<file path="src/rtl/assert_macros.svh">
// ---------------------------------------------------------------------------
// Assertion macros used by the RTL file that carries concurrent checks.
// ---------------------------------------------------------------------------
`ifndef ASSERT_MACROS_SVH
`define ASSERT_MACROS_SVH

// Same-cycle implication, disabled while reset is asserted.
`define ASSERT_IMPLIES(label, clk, rst_n, ante, cons) \
  label: assert property (@(posedge clk) disable iff (!rst_n) (ante) |-> (cons)) \
    else $error("assertion failed: same-cycle implication");

// Next-cycle implication, disabled while reset is asserted.
`define ASSERT_NEXT(label, clk, rst_n, ante, cons) \
  label: assert property (@(posedge clk) disable iff (!rst_n) (ante) |=> (cons)) \
    else $error("assertion failed: next-cycle implication");

`endif

</file>
<file path="src/rtl/ckr_pkg.sv">
// ---------------------------------------------------------------------------
// ckr_pkg: shared types, constants and keyword ROM
// Keyword text and lengths, token codes and the request/result structs.
// ---------------------------------------------------------------------------
package ckr_pkg;

  localparam int KEYWORD_COUNT   = 20;
  localparam int MAX_KEYWORD_LEN = 18;
  localparam int POS_W           = 5;
  localparam int CODE_W          = 5;

  typedef logic [POS_W-1:0]  pos_t;
  typedef logic [CODE_W-1:0] code_t;

  localparam pos_t        POS_MAX   = 5'd31;
  localparam logic [7:0]  CHAT_BYTE = 8'h3C;

  localparam code_t CODE_NONE          = 5'd0;
  localparam code_t CODE_CHAT          = 5'd1;
  localparam code_t CODE_FIRST_KEYWORD = 5'd2;
  localparam code_t CODE_LAST_KEYWORD  = code_t'(int'(CODE_FIRST_KEYWORD) + KEYWORD_COUNT - 1);

  typedef struct packed {
    logic       valid;
    logic [7:0] msg_byte;
    logic       is_first;
    logic       is_last;
  } step_req_t;

  typedef struct packed {
    code_t token_code;
    pos_t  argument_offset;
  } step_res_t;

  function automatic pos_t kw_len(input int k);
    case (k)
      0:       return 5'd8;
      1:       return 5'd8;
      2:       return 5'd13;
      3:       return 5'd18;
      4:       return 5'd8;
      5:       return 5'd4;
      6:       return 5'd10;
      7:       return 5'd6;
      8:       return 5'd5;
      9:       return 5'd6;
      10:      return 5'd7;
      11:      return 5'd9;
      12:      return 5'd12;
      13:      return 5'd13;
      14:      return 5'd16;
      15:      return 5'd5;
      16:      return 5'd6;
      17:      return 5'd13;
      18:      return 5'd14;
      19:      return 5'd9;
      default: return 5'd0;
    endcase
  endfunction

  // Keyword text is right-justified: the first character sits in the
  // highest occupied byte.
  function automatic logic [MAX_KEYWORD_LEN*8-1:0] kw_text(input int k);
    case (k)
      0:       return "$MyINFO ";
      1:       return "$MyPass ";
      2:       return "$MultiSearch ";
      3:       return "$MultiConnectToMe ";
      4:       return "$Search ";
      5:       return "$SR ";
      6:       return "$Supports ";
      7:       return "$Lock ";
      8:       return "$Key ";
      9:       return "$Kick ";
      10:      return "$Hello ";
      11:      return "$GetINFO ";
      12:      return "$GetNickList";
      13:      return "$ConnectToMe ";
      14:      return "$RevConnectToMe ";
      15:      return "$To: ";
      16:      return "$Quit ";
      17:      return "$OpForceMove ";
      18:      return "$ValidateNick ";
      19:      return "$BotINFO ";
      default: return '0;
    endcase
  endfunction

  function automatic logic [7:0] kw_char(input int k, input pos_t p);
    logic [MAX_KEYWORD_LEN*8-1:0] txt;
    int                           len;
    txt = kw_text(k);
    len = int'(kw_len(k));
    if (int'(p) < len) begin
      return txt[(len - 1 - int'(p))*8 +: 8];
    end
    return 8'h00;
  endfunction

endpackage

</file>
<file path="src/rtl/ckr_match.sv">
// ---------------------------------------------------------------------------
// ckr_match: per-byte keyword matcher
// Holds the message state and compares each byte against every keyword.
// ---------------------------------------------------------------------------
module ckr_match
  import ckr_pkg::*;
(
  input  logic      clk,
  input  logic      rst_n,
  input  step_req_t req,
  output step_res_t res
);

  pos_t                     pos_r, pos_nxt;
  logic [KEYWORD_COUNT-1:0] alive_r, alive_nxt;
  logic                     chat_r, chat_nxt;

  pos_t                     pos_cur;
  pos_t                     pos_inc;
  logic [KEYWORD_COUNT-1:0] alive_cur;
  logic [KEYWORD_COUNT-1:0] alive_upd;
  logic                     chat_cur;
  logic                     chat_upd;

  always_comb begin
    // A first byte discards any partial message.
    pos_cur   = req.is_first ? '0 : pos_r;
    alive_cur = req.is_first ? '1 : alive_r;
    chat_cur  = req.is_first ? 1'b0 : chat_r;

    alive_upd = alive_cur;
    for (int k = 0; k < KEYWORD_COUNT; k++) begin
      if ((pos_cur < kw_len(k)) && (kw_char(k, pos_cur) != req.msg_byte)) begin
        alive_upd[k] = 1'b0;
      end
    end

    chat_upd = chat_cur | ((pos_cur == '0) && (req.msg_byte == CHAT_BYTE));
    pos_inc  = (pos_cur != POS_MAX) ? pos_cur + pos_t'(1) : pos_cur;

    // Lowest table index wins, so scan from the top down.
    res.token_code      = CODE_NONE;
    res.argument_offset = '0;
    if (chat_upd) begin
      res.token_code = CODE_CHAT;
    end else begin
      for (int k = KEYWORD_COUNT - 1; k >= 0; k--) begin
        if (alive_upd[k] && (kw_len(k) != '0) && (kw_len(k) <= pos_inc)) begin
          res.token_code      = CODE_FIRST_KEYWORD + code_t'(k);
          res.argument_offset = kw_len(k);
        end
      end
    end

    pos_nxt   = pos_r;
    alive_nxt = alive_r;
    chat_nxt  = chat_r;
    if (req.valid) begin
      if (req.is_last) begin
        pos_nxt   = '0;
        alive_nxt = '1;
        chat_nxt  = 1'b0;
      end else begin
        pos_nxt   = pos_inc;
        alive_nxt = alive_upd;
        chat_nxt  = chat_upd;
      end
    end
  end

  always_ff @(posedge clk) begin
    if (!rst_n) begin
      pos_r   <= '0;
      alive_r <= '1;
      chat_r  <= 1'b0;
    end else begin
      pos_r   <= pos_nxt;
      alive_r <= alive_nxt;
      chat_r  <= chat_nxt;
    end
  end

endmodule

</file>
<file path="src/rtl/command_keyword_recognizer_core.sv">
// ---------------------------------------------------------------------------
// command_keyword_recognizer_core: command keyword recognizer
// Identifies the leading command keyword of a message and its argument offset.
// ---------------------------------------------------------------------------
//
//  Channel | Direction | Payload
//  --------+-----------+--------------------------------------------------
//  in_     | slave     | tdata: msg_byte; tuser: is_first; tlast: is_last
//  out_    | master    | tdata: token_code, argument_offset
//
// The block takes one byte request per cycle unless a last byte is held in the input
// register behind a stalled result. A byte is held in the input register, where it is
// compared against all twenty keyword ROM entries at once; the result of a last byte
// is then captured in the result register. Reset is synchronous and active low; it
// clears the message state and empties both registers. A stalled result holds only
// the last byte of the next message: other bytes keep flowing meanwhile.
// ---------------------------------------------------------------------------
`include "assert_macros.svh"

module command_keyword_recognizer_core
  import ckr_pkg::*;
(
  input  logic        clk,
  input  logic        rst_n,
  input  logic        in_tvalid,
  output logic        in_tready,
  input  logic [7:0]  in_tdata,   // [7:0] msg_byte
  input  logic        in_tuser,   // [0] is_first
  input  logic        in_tlast,
  output logic        out_tvalid,
  input  logic        out_tready,
  output logic [15:0] out_tdata   // [4:0] token_code, [9:5] argument_offset, rest zero
);

  // Input register: one byte request waiting to be matched.
  logic       s1_valid_r;
  logic [7:0] s1_byte_r;
  logic       s1_first_r;
  logic       s1_last_r;
  logic       s1_fire;
  logic       in_accept;

  // Result register.
  logic       out_valid_r, out_valid_nxt;
  step_res_t  out_res_r;

  step_req_t  req;
  step_res_t  res;

  // A non-last byte never produces a result, so it can always advance. A
  // last byte advances only when the result register is free or draining.
  assign s1_fire   = s1_valid_r && (!s1_last_r || !out_valid_r || out_tready);
  assign in_tready = !s1_valid_r || s1_fire;
  assign in_accept = in_tvalid && in_tready;

  always_comb begin
    req.valid    = s1_fire;
    req.msg_byte = s1_byte_r;
    req.is_first = s1_first_r;
    req.is_last  = s1_last_r;
  end

  ckr_match u_match (
    .clk   (clk),
    .rst_n (rst_n),
    .req   (req),
    .res   (res)
  );

  always_comb begin
    out_valid_nxt = out_valid_r;
    if (out_valid_r && out_tready) begin
      out_valid_nxt = 1'b0;
    end
    if (s1_fire && s1_last_r) begin
      out_valid_nxt = 1'b1;
    end
  end

  always_ff @(posedge clk) begin
    if (!rst_n) begin
      s1_valid_r  <= 1'b0;
      out_valid_r <= 1'b0;
    end else begin
      if (in_accept) begin
        s1_valid_r <= 1'b1;
      end else if (s1_fire) begin
        s1_valid_r <= 1'b0;
      end
      out_valid_r <= out_valid_nxt;
    end
  end

  // Payload registers carry no reset.
  always_ff @(posedge clk) begin
    if (in_accept) begin
      s1_byte_r  <= in_tdata;
      s1_first_r <= in_tuser;
      s1_last_r  <= in_tlast;
    end
    if (s1_fire && s1_last_r) begin
      out_res_r <= res;
    end
  end

  assign out_tvalid = out_valid_r;
  assign out_tdata  = {6'd0, out_res_r.argument_offset, out_res_r.token_code};

  // A pending result is never overwritten by the next message's result.
  `ASSERT_IMPLIES(a_no_overwrite, clk, rst_n, out_valid_r && !out_tready, !(s1_fire && s1_last_r))
  // Token codes stay within the defined range.
  `ASSERT_IMPLIES(a_code_range, clk, rst_n, out_valid_r, out_res_r.token_code <= CODE_LAST_KEYWORD)
  // Chat and unidentified results always report offset zero.
  `ASSERT_IMPLIES(a_zero_offset, clk, rst_n,
    out_valid_r && (out_res_r.token_code == CODE_NONE || out_res_r.token_code == CODE_CHAT),
    out_res_r.argument_offset == '0)
  // A matched keyword reports a nonzero argument offset.
  `ASSERT_IMPLIES(a_kw_offset, clk, rst_n,
    out_valid_r && (out_res_r.token_code >= CODE_FIRST_KEYWORD),
    out_res_r.argument_offset != '0)
  // A non-last byte in the input register drains on the next edge.
  `ASSERT_NEXT(a_nonlast_drains, clk, rst_n, s1_valid_r && !s1_last_r && !in_accept, !s1_valid_r)

endmodule

</file>
<file path="config.mk">
export PLATFORM = sky130hd
export DESIGN_NAME = command_keyword_recognizer_core
export DESIGN_NICKNAME = d
export VERILOG_FILES = /design/src/rtl/ckr_pkg.sv /design/src/rtl/ckr_match.sv /design/src/rtl/command_keyword_recognizer_core.sv
export VERILOG_INCLUDE_DIRS = /design/src /design/src/rtl
export SDC_FILE = /design/constraint.sdc
export NUM_CORES = 1
export LEC_CHECK = 0
export BUFFER_PORTS_ARGS = -buffer_cell sky130_fd_sc_hd__buf_2
export CORE_UTILIZATION = 50
export DETAILED_ROUTE_END_ITERATION = 6
export PLACE_DENSITY = 0.67
export SETUP_SLACK_MARGIN = 0.5
export SLEW_MARGIN = 40
export SYNTH_ARGS = -nofsm -noshare
export SYNTH_HDL_FRONTEND = slang
export SYNTH_SLANG_ARGS = --single-unit
export TNS_END_PERCENT = 5
</file>
<file path="constraint.sdc">
create_clock -name clk -period 15.2 [get_ports clk]
set_input_delay 1.52 -clock clk [delete_from_list [all_inputs] [get_ports clk]]
set_output_delay 1.52 -clock clk [all_outputs]
set_load 0.01 [all_outputs]
</file>
==> results_dict.tcl, run 1 <==
set metrics [dict create \
    post_route_cells_drive_above_1_share 0.111 \
    slew-limit-headroom 0.338 \
    path_cells "buf_4, inv_1, nand2_1, inv_1, ha_1, nand2_1, nor2_1, mux2i_1, nor2_1, or3_1, o211ai_1, or3b_1, a2111oi_0, o22ai_1" \
    cpMaxStageDelayCell "mux2i_1" \
    ant_nets 0 \
    intPower_w 0.000257 \
    synth.ff_latch_count 48 \
    max_clock_freq_mhz 163 \
    p_leak_nw 3.18 \
    grt_use_total 0.420 \
    detailedPlace.worstSlack_ps 9430 \
    synth_flop_cell "dfxtp_1" \
    setup_slack_ps 9060 \
    coreArea_sq_mm 0.0172 \
    synth-edff-count 20 \
    io_pins 32 \
    irDropWorstVdd_v 0.0000417 \
    cp-start-kind "register" \
    grt_start_max_net_pins 66 \
    p_sw_w 0.000131 \
    setup-tns-final_ps 0 \
    setup_violations 0 \
    flow.area_growth_from_synthesis_pct 2.60 \
    antenna_found_initial 1 \
    critical_path_arrival_ps 6170 \
    first_pass_grt_wire_length_mm 58.1 \
    routed_via_density 7.47 \
    netSwitchingFraction 0.339 \
    die-width_um 134 \
    post-cts-setup-buffer-count 0 \
    route.detailed.drc 0 \
    cpPeakStageDelay_ps 730 \
    final_number_of_max_transition_violations 0 \
    overflow 0 \
    dp.final_hpwl_mm 26.3 \
    first_global_vias 9758 \
    crit_required_ps 15220 \
    pwr-share-seq 0.373 \
    p_comb_frac 0.277 \
    nNetsFinal 1225 \
    hold_ws_ps 484 \
    post-route-min-period_ps 6140 \
    worstSetupEndpointType "register" \
    postSynth.asyncResetShare 0 \
    cpLargestDelayFamily "simple AND/OR/NAND/NOR gates" \
    highest_layer "met4" \
    cts.htree.levels 2 \
    placementRows 48 \
    path_buf_inv 3 \
    post_route_fraction_of_the_period_consumed_by_the_critical_path 0.404 \
    mappedNetlistArea_sq_mm 0.00877 \
    run_status "completed" \
    first_pass_iters 6 \
    dr_wl_met2_mm 15.7 \
    post_synth.cell_area_avg_sq_um 7.01 \
    diodes 0 \
    cts_tree "done" \
    cts_resized 0 \
    routed_wire_length_per_instance_um 26.8 \
    critical_path_maximum_fanout 40 \
    number_of_buffers_created_by_cts 5 \
    cts_num_sinks 48 \
    die_y_um 134 \
    route.layer.met1.wl_mm 14.9 \
    number_of_buffers_on_the_longest_clock_path 2 \
    clk_pin_slew_ps 70 \
    grt_setup_unrepaired "no" \
    hold_path_class "register to register" \
    violation_count_after_the_first_detailed_route_iteration 1756 \
    yosys_warnings 0 \
    critPathKind "register to register" \
    port_buffers 25 \
    detailroute.via_count 10625 \
    route.met3.wl_mm 5.23 \
    maxCapViolCount 0 \
    hold_viol_final 0 \
    place_congestion 1.03 \
    clk_latency_ps 300 \
    ys_seq_area_frac 0.132 \
    netlist_instances 1251 \
    tightest_slew_ps 984 \
    largest_clock_skew_in_the_final_design_ps 10.7 \
    clockRootBuffer "clkbuf_16" \
    floorplan.die_area_sq_mm 0.0181 \
    post_synthesis_cell_type_count 111 \
    floorplan.initialDensity 0.509 \
    clock_power_share 0.349 \
    finalCoreUtilization 0.522 \
    drt-total-wl_mm 38.2 \
    p_per_area_mw_per_mm2 43.1 \
    hold_buffer_count_at_cts 0 \
    rrSetupSlack_ps 9060 \
]
==> final timing paths <==
path                  startpoint                  end  depth (start not counted)
max                   s1_first_r         out_tdata[1]                         14
min          u_match.alive_r[17]  u_match.alive_r[17]                          2
max reg2reg           s1_first_r         out_tdata[1]                         14
min reg2reg  u_match.alive_r[17]  u_match.alive_r[17]                          2
==> kinds of logic (layout without fill, tap and decap cells) <==
kind of cell,Yosys count,count (layout),share of synthesized area
compound gates,445,445,0.366
other cells,1,6,0.000428
flops,48,48,0.132
buf+inv,150,92,0.0852
mux,21,21,0.0250
fa+ha+maj,14,14,0.0200
xor+xnor,51,51,0.0525
simple gates,521,521,0.318
==> metrics by stage <==
stage,total power [W],instances,instance area [sq um]
after floorplan,0.000220,1256,8790
after global placement,0.000249,1415,8780
after detailed placement,0.000250,1415,8810
after CTS,0.000384,1423,9000
after global routing,0.000400,1423,9000
final,0.000388,1423,9000
==> final cells by class <==
class,instances,area [sq um]
inverter,30,113
sequential,48,1170
tap,225,282
clock buffer,7,175
timing repair buffer,54,343
fill,1711,8240
multi-input combinational,1058,6910
clock inverter,1,8.76
==> power by group through the flow <==
stage | clock, W | combinational [W] | sequential (W)
after floorplan | 0 | 0.0000738 | 0.000146
after global placement | 0 | 0.000102 | 0.000147
after detailed placement | 0 | 0.000102 | 0.000148
after CTS | 0.000137 | 0.000103 | 0.000145
after global routing | 0.000142 | 0.000113 | 0.000146
final | 0.000136 | 0.000108 | 0.000145
==> placed cells by master, fill, tap and decap left out, types with 8 or more instances in the layout <==
cell type / count
nand2_1: 122
nor2_1: 114
a21oi_1: 75
o21ai_0: 67
nor3_1: 47
xnor2_1: 43
nor2b_1: 35
nand3_1: 34
o22ai_1: 31
o211ai_1: 31
buf_4: 29
inv_1: 25
buf_2: 25
dfxtp_1: 24
a211oi_1: 23
nand2b_1: 22
edfxtp_1: 20
mux2i_1: 17
o31ai_1: 15
a31oi_1: 15
a211o_1: 14
nand4_1: 14
nor4_1: 14
ha_1: 14
and3_1: 13
nor3b_1: 13
a22oi_1: 12
or3_1: 11
o21a_1: 11
or4_1: 10
or2_2: 9
o41ai_1: 9
o21bai_1: 8
and2_1: 8
o2111ai_1: 8
==> worst reg2reg max path: stages (launching register included) <==
cell and delay (ps):
edfxtp_1 350, buf_4 290, inv_1 730, nand2_1 370, inv_1 550, ha_1 520, nand2_1 130, nor2_1 270
mux2i_1 730, nor2_1 160, or3_1 410, o211ai_1 240, or3b_1 420, a2111oi_0 510, o22ai_1 180
==> flip-flops by register name, indices dropped and copies added, names as in the netlist <==
signal / flops
s1_last_r: 1
out_tdata: 10
out_tvalid: 1
u_match.chat_r: 1
u_match.alive_r: 20
s1_byte_r: 8
s1_valid_r: 1
s1_first_r: 1
u_match.pos_r: 5
==> cells in the mapped netlist (14+ instances only) <==
| cell | n | area, sq um |
|---|---|---|
| nand4_1 | 14 | 87.6 |
| o31ai_1 | 15 | 113 |
| nand2b_1 | 22 | 138 |
| a21oi_1 | 76 | 380 |
| a211oi_1 | 23 | 173 |
| nor4_1 | 14 | 87.6 |
| edfxtp_1 | 20 | 601 |
| ha_1 | 14 | 175 |
| buf_2 | 27 | 135 |
| o211ai_1 | 31 | 233 |
| clkbuf_1 | 57 | 214 |
| xnor2_1 | 44 | 385 |
| nor2b_1 | 35 | 219 |
| dfxtp_1 | 28 | 561 |
| o21ai_0 | 67 | 335 |
| nand2_1 | 122 | 458 |
| a31oi_1 | 16 | 100 |
| a211o_1 | 14 | 123 |
| nand3_1 | 34 | 170 |
| o22ai_1 | 32 | 200 |
| inv_1 | 25 | 93.8 |
| buf_4 | 14 | 105 |
| nor2_1 | 114 | 428 |
| nor3_1 | 47 | 235 |
| mux2i_1 | 17 | 170 |
==> layer usage <==
| metal | track usage | vias up |
|---|---|---|
| met1 | 0.573 | 4904 |
| met4 | 0.252 | 0 |
| met2 | 0.594 | 882 |
| li1 | - | 4665 |
| met5 | 0 | - |
| met3 | 0.0994 | 174 |
No activity file was read; power rests on OpenSTA's default activity.
==> run 2, diff against run 1 <==
==> constraint.sdc (replaced) <==
create_clock -name clk -period 5.81 [get_ports clk]
set_input_delay 0.581 -clock clk [delete_from_list [all_inputs] [get_ports clk]]
set_output_delay 0.581 -clock clk [all_outputs]
set_load 0.01 [all_outputs]
==> run 2 against run 1 <==
Effect of this change: sequential power grew to 2.6 times the previous value; via count is 1.2% higher; clock power is 120% higher; worst setup slack worse by 8300 ps; register-to-register slack worse by 8300 ps; die area stayed put; cell count is 1.8% higher; routed wire length is 1.9% higher; global-route usage is 0.70 points higher; first-iteration DRC count is 0.40% higher; cell area is 2.0% higher; non-clock buffer count is 26 higher; critical endpoint unchanged; largest power group unchanged.
==> results_dict.tcl, run 2 (same netlist as run 1, synthesis figures left out) <==
set metrics [dict create \
    run_status "completed" \
    first_pass_grt_wire_length_mm 58.7 \
    cts.htree.levels 2 \
    post-route-min-period_ps 5030 \
    first_global_vias 9628 \
    largest_register_ffs 20 \
    critical_path_arrival_ps 5040 \
    port_buffers 25 \
    worstSetupEndpointType "register" \
    grt_setup_unrepaired "no" \
    clockRootBuffer "clkbuf_16" \
    finalCoreUtilization 0.532 \
    coreArea_sq_mm 0.0172 \
    diodes 0 \
    critPathKind "register to register" \
    path_cells "nor2b_1, inv_2, ha_1, inv_1, a211oi_4, nand3_1, a311oi_1, xor2_1, o31ai_1, o211ai_1, or3b_1, a2111oi_1, o22ai_1" \
    antenna_found_initial 0 \
    cts_num_sinks 48 \
    layout.cells.most_common_list "122 x nand2_1, 114 x nor2_1, 75 x a21oi_1, 67 x o21ai_0, 53 x buf_4" \
    final_number_of_max_transition_violations 0 \
    p_sw_w 0.000336 \
    cts_tree "done" \
    place_congestion 1.08 \
    post_route_fraction_of_the_period_consumed_by_the_critical_path 0.865 \
    worst_r2r_startpoint "s1_first_r" \
    routed_wire_length_per_instance_um 26.9 \
    number_of_buffers_created_by_cts 5 \
    cpPeakStageDelay_ps 610 \
    critical_path_maximum_fanout 14 \
    floorplan.die_area_sq_mm 0.0181 \
    route.detailed.drc 0 \
    dp.final_hpwl_mm 27.9 \
    hold_buffer_count_at_cts 0 \
    regToRegEndpoint "out_tdata[1]" \
    nNetsFinal 1251 \
    clk_latency_ps 290 \
    top_register "u_match.alive_r" \
    number_of_buffers_on_the_longest_clock_path 2 \
    drt-total-wl_mm 38.9 \
    io_pins 32 \
    slew-limit-headroom 0.407 \
    largest_clock_skew_in_the_final_design_ps 7.11 \
    floorplan.initialDensity 0.509 \
    setup-tns-final_ps 0 \
    tightest_slew_ps 884 \
    violation_count_after_the_first_detailed_route_iteration 1763 \
    cpMaxStageDelayCell "edfxtp_1" \
    overflow 0 \
    cpLargestDelayFamily "compound AO/OA/AOI/OAI gates" \
    mostFrequentLayoutCell "nand2_1" \
    flow.area_growth_from_synthesis_pct 4.61 \
    routed_via_density 7.42 \
    placed_area_sq_mm 0.00901 \
    clock_power_share 0.310 \
    rrSetupSlack_ps 780 \
    die-width_um 134 \
    p_comb_frac 0.294 \
    pwr-share-seq 0.396 \
    ant_nets 0 \
    setup_violations 0 \
    irDropWorstVdd_v 0.000117 \
    post_route_cells_drive_above_1_share 0.129 \
    final_design_area_no_fill_sq_mm 0.00917 \
    path_buf_inv 2 \
    max_clock_freq_mhz 199 \
    crit_cells 13 \
    clk_pin_slew_ps 70 \
    setup_crit_end "out_tdata[1]" \
    r2r_cells 13 \
    placementRows 48 \
    report.power.total_w 0.000970 \
    hold_path_class "primary input to register" \
    die_y_um 134 \
    netSwitchingFraction 0.347 \
    grt_start_max_net_pins 61 \
    first_pass_iters 6 \
    crit_required_ps 5830 \
    grt_use_total 0.427 \
    intPower_w 0.000634 \
    cp-start-kind "register" \
    maxCapViolCount 0 \
    setup.worst_path.start "s1_first_r" \
    hold_ws_ps 457 \
    p_leak_nw 3.29 \
    hold_viol_final 0 \
    p_per_area_mw_per_mm2 106 \
    detailroute.via_count 10749 \
]
==> run 2: worst min-delay path by stage <==
stage | from | end | slack, ps | depth (start not counted)
after floorplan | u_match.alive_r[17] | u_match.alive_r[17] | 450 | 2
after global placement | u_match.alive_r[17] | u_match.alive_r[17] | 460 | 2
after detailed placement | u_match.alive_r[17] | u_match.alive_r[17] | 470 | 2
after CTS | in_tlast | s1_last_r | 450 | 1
after global routing | in_tlast | s1_last_r | 450 | 1
final | in_tlast | s1_last_r | 460 | 1
==> run 2: cell type report <==
| cell class | count | area (sq um) |
|---|---|---|
| clock inverters | 1 | 6.26 |
| multi-input cells | 1058 | 6910 |
| repair buffers | 80 | 554 |
| inverters | 30 | 113 |
| well taps | 225 | 282 |
| clock buffers | 7 | 143 |
| fillers | 1770 | 8060 |
| flip-flops and latches | 48 | 1170 |
==> run 2: metrics by stage <==
stage	setup slack, ps	instances
final	783	1449
after CTS	901	1449
after floorplan	895	1256
after global routing	572	1449
after global placement	901	1440
after detailed placement	926	1441
==> run 2: what timing repair did <==
item / CTS / global route
endpoints found under the setup margin: 0 / 1
setup buffers: 0 / 0
gates resized for setup: 0 / 1
==> run 2: power groups by stage <==
stage | Clock (W) | Combinational (W) | Sequential, W
floorplan | 0 | 0.000193 | 0.000382
global placement | 0 | 0.000267 | 0.000391
detailed placement | 0 | 0.000270 | 0.000390
CTS | 0.000306 | 0.000272 | 0.000383
global route | 0.000317 | 0.000299 | 0.000385
finish | 0.000301 | 0.000285 | 0.000384
==> run 2: metal layers <==
| metal | vias up | routed length [um] | global-route usage |
|---|---|---|---|
| li1 | 4716 | - | - |
| met1 | 5005 | 15400 | 0.587 |
| met2 | 831 | 15700 | 0.602 |
| met3 | 197 | 5110 | 0.105 |
| met4 | 0 | 2670 | 0.241 |
| met5 | - | 0 | 0 |
